[config.mk]
export PLATFORM = sky130hd
export DESIGN_NAME = decimal_digit_stego_codec_flat
export DESIGN_NICKNAME = d
export VERILOG_FILES = /design/src/hdl/dds_pkg.sv /design/src/hdl/dds_if.sv /design/src/hdl/dds_front.sv /design/src/hdl/dds_queue.sv /design/src/hdl/dds_back.sv /design/src/hdl/decimal_digit_stego_codec.sv /design/src/flat_wrapper.sv
export SDC_FILE = /design/constraint.sdc
export NUM_CORES = 1
export LEC_CHECK = 0
export BUFFER_PORTS_ARGS = -buffer_cell sky130_fd_sc_hd__buf_2
export CAP_MARGIN = 20
export CORE_MARGIN = 10
export CORE_UTILIZATION = 50
export CTS_CLUSTER_DIAMETER = 30
export DETAILED_ROUTE_END_ITERATION = 10
export GPL_ROUTABILITY_DRIVEN = 0
export PLACE_DENSITY = 0.73
export SLEW_MARGIN = 20
export SYNTH_ARGS = -nofsm -noshare
export SYNTH_HDL_FRONTEND = slang
export SYNTH_SLANG_ARGS = --single-unit
[constraint.sdc]
create_clock -name clk -period 29.5 [get_ports clk]
set_clock_uncertainty 0.1 [all_clocks]
set_input_delay 2.95 -clock clk [delete_from_list [all_inputs] [get_ports clk]]
set_output_delay 2.95 -clock clk [all_outputs]
set_load 0.01 [all_outputs]
[src/hdl/dds_pkg.sv]
// Package for the decimal digit stego codec: codes, queue word and digit helpers.
`default_nettype none
package dds_pkg;

  localparam int QUEUE_DEPTH = 2;
  localparam logic [1:0] HEADER_PIXELS = 2'd3;

  typedef enum logic [2:0] {
    ST_ENCODED = 3'd0,
    ST_HDR_OK  = 3'd1,
    ST_CHAR    = 3'd2,
    ST_END     = 3'd3,
    ST_NO_MSG  = 3'd4,
    ST_IDLE    = 3'd5
  } status_t;

  typedef enum logic [1:0] {
    PH_HEADER = 2'd0,
    PH_READ   = 2'd1,
    PH_DONE   = 2'd2
  } phase_t;

  typedef struct packed {
    status_t     status;
    logic        carry;
    logic [7:0]  red;
    logic [7:0]  green;
    logic [7:0]  blue;
    logic [7:0]  chr;
    logic [3:0]  red_rem;
    logic [3:0]  green_rem;
    logic [3:0]  blue_rem;
  } dds_word_t;

  // v / 10 for v < 256: multiply by 205, shift by 11
  function automatic logic [4:0] div10(input logic [7:0] v);
    logic [15:0] p;
    p = {8'd0, v} * 16'd205;
    return p[15:11];
  endfunction

  function automatic logic [3:0] mod10(input logic [7:0] v);
    logic [7:0] q10;
    logic [7:0] r;
    q10 = {3'd0, div10(v)} * 8'd10;
    r = v - q10;
    return r[3:0];
  endfunction

  // v / 100 for v < 256: multiply by 41, shift by 12
  function automatic logic [1:0] div100(input logic [7:0] v);
    logic [15:0] p;
    p = {8'd0, v} * 16'd41;
    return p[13:12];
  endfunction

endpackage
`default_nettype wire

[src/hdl/dds_if.sv]
// Handshake interfaces: pixel in, result out, mode write.
`default_nettype none
interface dds_pix_if;
  logic       valid;
  logic       ready;
  logic       frame_start;
  logic [7:0] red_in;
  logic [7:0] green_in;
  logic [7:0] blue_in;
  logic       char_valid;
  logic [7:0] msg_char;

  modport source (output valid, frame_start, red_in, green_in, blue_in, char_valid, msg_char,
                  input ready);
  modport sink (input valid, frame_start, red_in, green_in, blue_in, char_valid, msg_char,
                output ready);
endinterface

interface dds_res_if;
  logic       valid;
  logic       ready;
  logic [7:0] red_out;
  logic [7:0] green_out;
  logic [7:0] blue_out;
  logic [7:0] text_char;
  logic [2:0] status;

  modport source (output valid, red_out, green_out, blue_out, text_char, status,
                  input ready);
  modport sink (input valid, red_out, green_out, blue_out, text_char, status,
                output ready);
endinterface

interface dds_cfg_if;
  logic valid;
  logic ready;
  logic data;

  modport source (output valid, data, input ready);
  modport sink (input valid, data, output ready);
endinterface
`default_nettype wire

[src/hdl/dds_front.sv]
// Front end: takes pixels, tracks header count and decode phase, classifies each word.
`default_nettype none
module dds_front
  import dds_pkg::*;
(
  input  wire logic  clk,
  input  wire logic  rst,
  dds_pix_if.sink    pix,
  input  wire logic  mode,
  input  wire logic  full,
  output logic       push,
  output dds_word_t  word
);

  logic [1:0] header_count, header_count_next;
  phase_t     decode_phase, decode_phase_next;

  logic [1:0] hc;
  phase_t     ph;
  logic       in_header;
  logic       zero;
  logic [3:0] r_rem, g_rem, b_rem;

  assign pix.ready = !full;
  assign push      = pix.valid && !full;

  always_comb begin
    hc = pix.frame_start ? 2'd0 : header_count;
    ph = pix.frame_start ? PH_HEADER : decode_phase;
    in_header = hc < HEADER_PIXELS;
    r_rem = mod10(pix.red_in);
    g_rem = mod10(pix.green_in);
    b_rem = mod10(pix.blue_in);
    zero = (r_rem == 4'd0) && (g_rem == 4'd0) && (b_rem == 4'd0);

    decode_phase_next = ph;
    word.status = ST_IDLE;
    if (!mode) begin
      word.status = ST_ENCODED;
    end else begin
      case (ph)
        PH_HEADER, PH_READ: begin
          if (in_header) begin
            if (zero) begin
              word.status = ST_HDR_OK;
            end else begin
              word.status = ST_NO_MSG;
              decode_phase_next = PH_DONE;
            end
          end else if (zero) begin
            word.status = ST_END;
            decode_phase_next = PH_DONE;
          end else begin
            word.status = ST_CHAR;
            decode_phase_next = PH_READ;
          end
        end
        default: word.status = ST_IDLE;
      endcase
    end
    header_count_next = in_header ? hc + 2'd1 : hc;

    word.carry     = !mode && !in_header && pix.char_valid;
    word.red       = pix.red_in;
    word.green     = pix.green_in;
    word.blue      = pix.blue_in;
    word.chr       = pix.msg_char;
    word.red_rem   = r_rem;
    word.green_rem = g_rem;
    word.blue_rem  = b_rem;
  end

  always_ff @(posedge clk) begin
    if (rst) begin
      header_count <= 2'd0;
      decode_phase <= PH_HEADER;
    end else if (push) begin
      header_count <= header_count_next;
      decode_phase <= decode_phase_next;
    end
  end

  a_no_msg_done: assert property (@(posedge clk) disable iff (rst)
    (push && word.status == ST_NO_MSG) |=> decode_phase == PH_DONE)
    else $error("no message did not close the frame");

endmodule
`default_nettype wire

[src/hdl/dds_queue.sv]
// Short word queue between front and back.
`default_nettype none
module dds_queue
  import dds_pkg::*;
#(
  parameter int DEPTH = QUEUE_DEPTH
) (
  input  wire logic       clk,
  input  wire logic       rst,
  input  wire logic       push,
  input  wire dds_word_t  word_in,
  output logic            full,
  input  wire logic       pop,
  output dds_word_t       word_out,
  output logic            empty
);

  localparam int PW = (DEPTH > 1) ? $clog2(DEPTH) : 1;
  localparam int CW = $clog2(DEPTH + 1);

  dds_word_t       mem [DEPTH];
  logic [PW-1:0]   wr_ptr, rd_ptr;
  logic [CW-1:0]   count;

  assign full     = count == CW'(DEPTH);
  assign empty    = count == '0;
  assign word_out = mem[rd_ptr];

  always_ff @(posedge clk) begin
    if (push) begin
      mem[wr_ptr] <= word_in;
    end
  end

  always_ff @(posedge clk) begin
    if (rst) begin
      wr_ptr <= '0;
      rd_ptr <= '0;
      count  <= '0;
    end else begin
      if (push) begin
        wr_ptr <= (wr_ptr == PW'(DEPTH - 1)) ? '0 : wr_ptr + 1'b1;
      end
      if (pop) begin
        rd_ptr <= (rd_ptr == PW'(DEPTH - 1)) ? '0 : rd_ptr + 1'b1;
      end
      if (push && !pop) begin
        count <= count + 1'b1;
      end else if (pop && !push) begin
        count <= count - 1'b1;
      end
    end
  end

  a_count_bound: assert property (@(posedge clk) disable iff (rst)
    count <= CW'(DEPTH))
    else $error("queue count overrun");

  a_pop_nonempty: assert property (@(posedge clk) disable iff (rst)
    pop |-> !empty)
    else $error("pop from empty queue");

endmodule
`default_nettype wire

[src/hdl/dds_back.sv]
// Back end: digit replacement or character assembly into the output register.
`default_nettype none
module dds_back
  import dds_pkg::*;
(
  input  wire logic       clk,
  input  wire logic       rst,
  input  wire dds_word_t  word,
  input  wire logic       empty,
  output logic            pop,
  dds_res_if.source       res
);

  logic       out_valid;
  logic [3:0] d_r, d_g, d_b;
  logic [8:0] enc_r, enc_g, enc_b;
  logic [9:0] text_sum;

  assign pop       = !empty && (!out_valid || res.ready);
  assign res.valid = out_valid;

  always_comb begin
    d_r = word.carry ? {2'd0, div100(word.chr)} : 4'd0;
    d_g = word.carry ? mod10({3'd0, div10(word.chr)}) : 4'd0;
    d_b = word.carry ? mod10(word.chr) : 4'd0;
    enc_r = {1'b0, word.red}   - {5'd0, word.red_rem}   + {5'd0, d_r};
    enc_g = {1'b0, word.green} - {5'd0, word.green_rem} + {5'd0, d_g};
    enc_b = {1'b0, word.blue}  - {5'd0, word.blue_rem}  + {5'd0, d_b};
    text_sum = {6'd0, word.red_rem} * 10'd100 + {6'd0, word.green_rem} * 10'd10
             + {6'd0, word.blue_rem};
  end

  always_ff @(posedge clk) begin
    if (rst) begin
      out_valid <= 1'b0;
    end else if (pop) begin
      out_valid <= 1'b1;
    end else if (res.ready) begin
      out_valid <= 1'b0;
    end
  end

  always_ff @(posedge clk) begin
    if (pop) begin
      res.status <= word.status;
      if (word.status == ST_ENCODED) begin
        res.red_out   <= enc_r[7:0];
        res.green_out <= enc_g[7:0];
        res.blue_out  <= enc_b[7:0];
      end else begin
        res.red_out   <= word.red;
        res.green_out <= word.green;
        res.blue_out  <= word.blue;
      end
      res.text_char <= (word.status == ST_CHAR) ? text_sum[7:0] : 8'd0;
    end
  end

  a_pop_loads: assert property (@(posedge clk) disable iff (rst)
    pop |=> out_valid)
    else $error("popped word not presented");

endmodule
`default_nettype wire

[src/hdl/decimal_digit_stego_codec.sv]
// Top level of the decimal digit stego codec.
`default_nettype none
// Takes one RGB pixel per clock in raster order and returns one result word per
// pixel, in order. Mode 0 rewrites the last decimal digit of each channel to hide
// a character (zero digits in the three header pixels); mode 1 checks the header
// and reads characters back until an all-zero digit triple. Sustained rate is one
// pixel per clock while the result port is ready, set by the front classifier and
// back digit unit; a taken pixel passes through the queue and the output register,
// and a queue of QUEUE_DEPTH words absorbs output stalls before ready deasserts.
// The user must write the mode register only while no pixel is in flight; the block does not enforce this.
module decimal_digit_stego_codec
  import dds_pkg::*;
#(
  parameter int QUEUE_DEPTH_P = QUEUE_DEPTH
) (
  input  wire logic clk,
  input  wire logic rst,
  dds_pix_if.sink   pix,
  dds_res_if.source res,
  dds_cfg_if.sink   cfg
);

  logic      mode;
  logic      push, pop, full, empty;
  dds_word_t front_word, back_word;

  assign cfg.ready = 1'b1;

  always_ff @(posedge clk) begin
    if (rst) begin
      mode <= 1'b0;
    end else if (cfg.valid) begin
      mode <= cfg.data;
    end
  end

  dds_front u_front (
    .clk  (clk),
    .rst  (rst),
    .pix  (pix),
    .mode (mode),
    .full (full),
    .push (push),
    .word (front_word)
  );

  dds_queue #(
    .DEPTH (QUEUE_DEPTH_P)
  ) u_queue (
    .clk      (clk),
    .rst      (rst),
    .push     (push),
    .word_in  (front_word),
    .full     (full),
    .pop      (pop),
    .word_out (back_word),
    .empty    (empty)
  );

  dds_back u_back (
    .clk   (clk),
    .rst   (rst),
    .word  (back_word),
    .empty (empty),
    .pop   (pop),
    .res   (res)
  );

endmodule
`default_nettype wire
[src/flat_wrapper.sv]
// flat-port wrapper written by rule: the top's interface ports become plain ports
module decimal_digit_stego_codec_flat import dds_pkg::*;
#(
  parameter int QUEUE_DEPTH_P = QUEUE_DEPTH
)
  (clk, rst, pix_valid, pix_frame_start, pix_red_in, pix_green_in, pix_blue_in, pix_char_valid, pix_msg_char, pix_ready, res_valid, res_red_out, res_green_out, res_blue_out, res_text_char, res_status, res_ready, cfg_valid, cfg_data, cfg_ready);
  dds_pix_if pix_i ();
  dds_res_if res_i ();
  dds_cfg_if cfg_i ();
  input  wire logic clk;
  input  wire logic rst;
  input wire logic [$bits(pix_i.valid)-1:0] pix_valid;
  input wire logic [$bits(pix_i.frame_start)-1:0] pix_frame_start;
  input wire logic [$bits(pix_i.red_in)-1:0] pix_red_in;
  input wire logic [$bits(pix_i.green_in)-1:0] pix_green_in;
  input wire logic [$bits(pix_i.blue_in)-1:0] pix_blue_in;
  input wire logic [$bits(pix_i.char_valid)-1:0] pix_char_valid;
  input wire logic [$bits(pix_i.msg_char)-1:0] pix_msg_char;
  output wire logic [$bits(pix_i.ready)-1:0] pix_ready;
  output wire logic [$bits(res_i.valid)-1:0] res_valid;
  output wire logic [$bits(res_i.red_out)-1:0] res_red_out;
  output wire logic [$bits(res_i.green_out)-1:0] res_green_out;
  output wire logic [$bits(res_i.blue_out)-1:0] res_blue_out;
  output wire logic [$bits(res_i.text_char)-1:0] res_text_char;
  output wire logic [$bits(res_i.status)-1:0] res_status;
  input wire logic [$bits(res_i.ready)-1:0] res_ready;
  input wire logic [$bits(cfg_i.valid)-1:0] cfg_valid;
  input wire logic [$bits(cfg_i.data)-1:0] cfg_data;
  output wire logic [$bits(cfg_i.ready)-1:0] cfg_ready;
  assign pix_i.valid = pix_valid;
  assign pix_i.frame_start = pix_frame_start;
  assign pix_i.red_in = pix_red_in;
  assign pix_i.green_in = pix_green_in;
  assign pix_i.blue_in = pix_blue_in;
  assign pix_i.char_valid = pix_char_valid;
  assign pix_i.msg_char = pix_msg_char;
  assign pix_ready = pix_i.ready;
  assign res_valid = res_i.valid;
  assign res_red_out = res_i.red_out;
  assign res_green_out = res_i.green_out;
  assign res_blue_out = res_i.blue_out;
  assign res_text_char = res_i.text_char;
  assign res_status = res_i.status;
  assign res_i.ready = res_ready;
  assign cfg_i.valid = cfg_valid;
  assign cfg_i.data = cfg_data;
  assign cfg_ready = cfg_i.ready;
  decimal_digit_stego_codec #(.QUEUE_DEPTH_P(QUEUE_DEPTH_P)) u_core (.clk(clk), .rst(rst), .pix(pix_i), .res(res_i), .cfg(cfg_i));
endmodule
==> results.toml, run 1 <==
[yosys]
syn_nets = 1371
yosys.area.top_type_share_pct = 32.1
synthTopCellsByArea = "edfxtp_1 (32%), ha_1 (25%), fa_1 (11%)"
synth_warnings = 0
synth_top_cell_by_area = "edfxtp_1"
synth_edf_count = 125
ys.flop_type = "edfxtp_1"
netlist_area_sq_um = 11700
ys_ff_latch = 135
ys_types = 56
syn_inst = 1033
syn_avg_cell_area_sq_um = 11.3
synth_async_sr_flop_share_pct = 0
ys_seq_area_share_pct = 33.8

[layout]
area_growth_pct = 11.5
layout_commonest_cell = "ha_1"
nets = 1457
regArea_sq_um = 3960
antenna_cells = 0
layout-drive-gt1-share_pct = 12.8
mostFrequentLayoutCells = "ha_1 (233), inv_1 (204), edfxtp_1 (125)"
multi_input_area_sq_um = 6930
num-fill-cells = 1918

[critical_path]
path_class = "register to register"
crit_path_top_delay_cell = "dfxtp_2"
cp_max_fo = 26
rrSetupSlack_ps = 18270
end_kind = "register"
max_stage_delay_ps = 830
required_ps = 29570
crit_arrival_ps = 11300
cp-start-kind = "register"

[detailed_routing]
drc = 0
vias_per_cell = 5.09
detail_route.wl_per_cell_microns = 15.7
antenna_left = 0
drt_iter0_markers = 333
drtPass1Iterations = 5
wl_microns = 22700
route.vias.total = 7354

[global_routing]
antenna_found_initial = 0
grt_overflow = 0
grt_max_degree = 46
grt_pass1_vias = 7818
grt_pass1_wl_microns = 38200
grt_util_all_layers_pct = 15.6

[run_status]
outcome = "complete, no violations"

[cts]
cts.clk_slew.worst_paths_ps = 60
cts_setup_buffers = 0
worstSkewPairLatency_ps = 420
htreeDepth = 4
root_buffer = "clkbuf_16"
cts_made_buffers = 17
cts_resized = 0
hold_buffers = 0
cts_sinks = 135
cts_tree = "yes"
clk_path_buf_depth = 2

[floorplan]
std_cell_rows = 55
start_util_pct = 51.2
die_h_microns = 173
dieArea_sq_um = 29900
core_area_sq_um = 22800
pin_count = 78
die_x_microns = 173

[sta]
finalMaxSlewViolations = 0
setup-violations-final = 0
fin_setup_tns_ps = 0
maxSlewHeadroom_pct = 36.7
tightest_slew_ps = 947
timing.fmax_mhz = 89.0
finalHoldViolCount = 0
grt_setup_unrepaired = "false"
period_minus_slack_ps = 11230
finalCritPeriodShare_pct = 38.1

[min_path]
min_from = "u_core.u_back.res.valid"
hold_class = "register to register"

[run]
maxCapViolations = 0

[placed_design]
port_buffers = 76
dpl.hpwl_microns = 18000
==> layer usage <==
| layer | vias to the layer above | share of wire [%] | track usage (%) |
|---|---|---|---|
| met4 | 0 | 1.7 | 4.81 |
| li1 | 3695 | - | - |
| met3 | 24 | 2.7 | 2.74 |
| met2 | 116 | 51 | 27.9 |
| met5 | - | 0 | 0 |
| met1 | 3519 | 45 | 18.6 |
==> cell type report <==
| class | count | area share [%] |
|---|---|---|
| multi-input combinational | 680 | 53.1 |
| sequential | 135 | 30.3 |
| inverter | 204 | 5.87 |
| clock buffer | 22 | 3.56 |
| timing repair buffer | 81 | 3.20 |
| tap | 313 | 3.00 |
| clock inverter | 10 | 0.921 |
==> Yosys cell counts, types with 8 or more instances <==
library cell / instances
edfxtp_1: 125
xor2_1: 25
xnor2_1: 58
nand2b_1: 8
a21o_1: 23
nand3_1: 9
nand2_1: 24
o21ai_0: 15
ha_1: 233
clkbuf_1: 9
inv_1: 204
mux2_2: 22
a21oi_1: 48
nor2_1: 52
mux2i_1: 29
fa_1: 65
dfxtp_1: 10
==> sequential cells by signal (all words and copies together) (netlist names), 2 cells and up, named ones only <==
| name | flops |
|---|---|
| u_core.u_queue.mem | 90 |
| u_core.u_back.res.blue_out | 8 |
| u_core.u_back.res.green_out | 8 |
| u_core.u_back.res.red_out | 8 |
| u_core.u_back.res.text_char | 8 |
| u_core.u_back.res.status | 3 |
| u_core.u_front.header_count | 2 |
| u_core.u_queue.count | 2 |
==> final timing paths <==
check | endpoint | cells past startpoint
setup / recovery | u_core.u_back.res.green_out[7] | 43
hold / removal | u_core.u_back.res.valid | 2
setup reg to reg | u_core.u_back.res.green_out[7] | 43
hold reg to reg | u_core.u_back.res.valid | 2
==> critical path, delay by kind of cell, from the launching register on <==
family / cells / cell delay, ps
AOI/OAI and AO/OA: 13 / 2950
adders and majority gates: 11 / 4230
and+or+nand+nor: 4 / 400
xor gates and xnor gates: 7 / 1030
DFF: 1 / 830
buffers and inverters: 7 / 990
muxes: 1 / 420
==> logic make-up after synthesis <==
logic type,share of synthesized area [%]
compound gates,7.16
xor+xnor,6.41
fa+ha+maj,36.1
buf+inv,7.05
flops,33.8
mux,4.60
other cells,0.0321
simple gates,4.89
==> stage by stage <==
step	instance area [sq um]	setup slack (ps)	utilization (%)	hold slack [ps]	std cells
4_1_cts	13000	18250	57.1	392	1445
3_5_place_dp	12500	18290	54.5	384	1413
6_report	13000	18270	57.1	391	1445
5_1_grt	13000	17460	57.1	419	1445
3_3_place_gp	12500	18570	54.5	373	1413
2_1_floorplan	11700	18720	-	347	1033
Power of run 1 is not shown: default switching activity piles up to over one toggle a cycle in this logic, so the estimate is an artifact.
==> run 2, diff against run 1 <==
--- a/config.mk
+++ b/config.mk
@@ -12,7 +12,7 @@
 export CTS_CLUSTER_DIAMETER = 30
 export DETAILED_ROUTE_END_ITERATION = 10
 export GPL_ROUTABILITY_DRIVEN = 0
-export PLACE_DENSITY = 0.73
+export PLACE_DENSITY = 0.75
 export SLEW_MARGIN = 20
 export SYNTH_ARGS = -nofsm -noshare
 export SYNTH_HDL_FRONTEND = slang
==> constraint.sdc (replaced) <==
create_clock -name clk -period 9.3 [get_ports clk]
set_clock_uncertainty 0.1 [all_clocks]
set_input_delay 0.93 -clock clk [delete_from_list [all_inputs] [get_ports clk]]
set_output_delay 0.93 -clock clk [all_outputs]
set_load 0.01 [all_outputs]
==> run 2 against run 1 <==
The run now ends with negative setup slack left. Non-clock buffer count rose by 34. Wire length rose by 4.3%. Global-route usage rose by 0.47 points. Highest routed layer is now met5.
==> results.toml, run 2 (same netlist as run 1, synthesis figures left out) <==
[sta]
setup-violations-final = 1
fin_ws_ps = -30.0
timing.fmax_mhz = 107
finalHoldViolCount = 0
holdWs_ps = 386
grt_setup_unrepaired = "true"
finalMaxSlewViolations = 0
finalCritPeriodShare_pct = 100
maxSlewHeadroom_pct = 54.5
tightest_slew_ps = 683
period_minus_slack_ps = 9330
fin_setup_tns_ps = -30.0

[critical_path]
crit_arrival_ps = 9400
end_kind = "register"
rrSetupSlack_ps = -30
cp_common_cell = "fa_1"
path_class = "register to register"
required_ps = 9370
cp-start-kind = "register"
cp_max_fo = 8
crit_path_top_delay_cell = "fa_2"
max_stage_delay_ps = 560

[run_status]
outcome = "complete, but fails checks"
violations = "negative setup slack"

[layout]
antenna_cells = 0
fin_util_pct = 59.4
area_growth_pct = 16.0
mostFrequentLayoutCells = "ha_1 (219), inv_1 (197), edfxtp_1 (125)"
num-fill-cells = 1846
nets = 1491
regArea_sq_um = 3960
top_register = "u_core.u_queue.mem"
multi_input_area_sq_um = 7180
layout-drive-gt1-share_pct = 18.9
largest_reg_flops = 90
layout_commonest_cell = "ha_1"

[detailed_routing]
detail_route.wl_per_cell_microns = 16.0
route.vias.total = 7658
drt_iter0_markers = 299
vias_per_cell = 5.18
drtPass1Iterations = 5
antenna_left = 0
drc = 0
wl_microns = 23700

[floorplan]
start_util_pct = 51.2
pin_count = 78
dieArea_sq_um = 29900
std_cell_rows = 55
core_area_sq_um = 22800
die_x_microns = 173
die_h_microns = 173

[cts]
cts_made_buffers = 17
cts_tree = "yes"
htreeDepth = 4
cts.clk_slew.worst_paths_ps = 60
worstSkewPairLatency_ps = 420
root_buffer = "clkbuf_16"
cts_sinks = 135
clk_path_buf_depth = 2

[global_routing]
grt_pass1_wl_microns = 39400
grt_max_degree = 46
grt_pass1_vias = 8255
grt_util_all_layers_pct = 16.1
antenna_found_initial = 1
grt_overflow = 0

[placed_design]
dpl.hpwl_microns = 18500
dp_slack_ps = -257
port_buffers = 76

[min_path]
hold_class = "register to register"

[run]
maxCapViolations = 0
[run 2: changes by cell type in the layout (fill, tap and decap cells not counted), sizes merged]
cell,change
clkbuf,-4
clkinv,+3
clkinvlp,-1
buf,+34
inv,+2
[run 2: routing by layer]
layer  share of wire [%]  vias to the layer above  GRT usage [%]
li1                    -                     3761              -
met1                  42                     3743           17.9
met2                  53                      120           30.2
met3                 3.0                       32           2.79
met4                 1.7                        2           5.17
met5               0.076                        -              0
[run 2: repair_timing]
item | in CTS | in global routing
gates cloned | 0 | 0
hold buffers | 0 | 0
gates resized for setup | 10 | 19
setup buffers | 11 | 6
setup endpoints to repair | 2 | 4
pin swaps | 10 | 18
[run 2: path summary, 6_finish.rpt]
check / from / endpoint / depth (start not counted)
worst max-delay path: register / u_core.u_back.res.green_out[7] / 42
worst min-delay path: u_core.u_front.decode_phase[1] / u_core.u_front.decode_phase[1] / 2
worst max register to register: register / u_core.u_back.res.green_out[7] / 42
worst min register to register: u_core.u_front.decode_phase[1] / u_core.u_front.decode_phase[1] / 2
[run 2: cell type report]
cell class              instances  area share [%]
clock inverters                14            1.11
inverters                     204            5.68
well taps                     313            2.89
clock buffers                  18            3.16
flip-flops and latches        135            29.2
multi-input cells             680            52.9
repair buffers                115            5.06
[run 2: critical path, delay by kind of cell, from the launching register on]
| kind | cells | cell delay (ps) |
|---|---|---|
| flops | 1 | 360 |
| mux | 1 | 270 |
| buf+inv | 7 | 470 |
| xor+xnor | 6 | 910 |
| compound gates | 13 | 2380 |
| fa+ha+maj | 11 | 4260 |
| simple gates | 4 | 320 |
[run 2: through the flow]
step	cell area, sq um	cells
after global placement	12700	1430
after floorplan	11800	1033
after global routing	13600	1479
after detailed placement	12700	1430
final	13600	1479
after CTS	13400	1473
Power of run 2 is left out for the same reason.
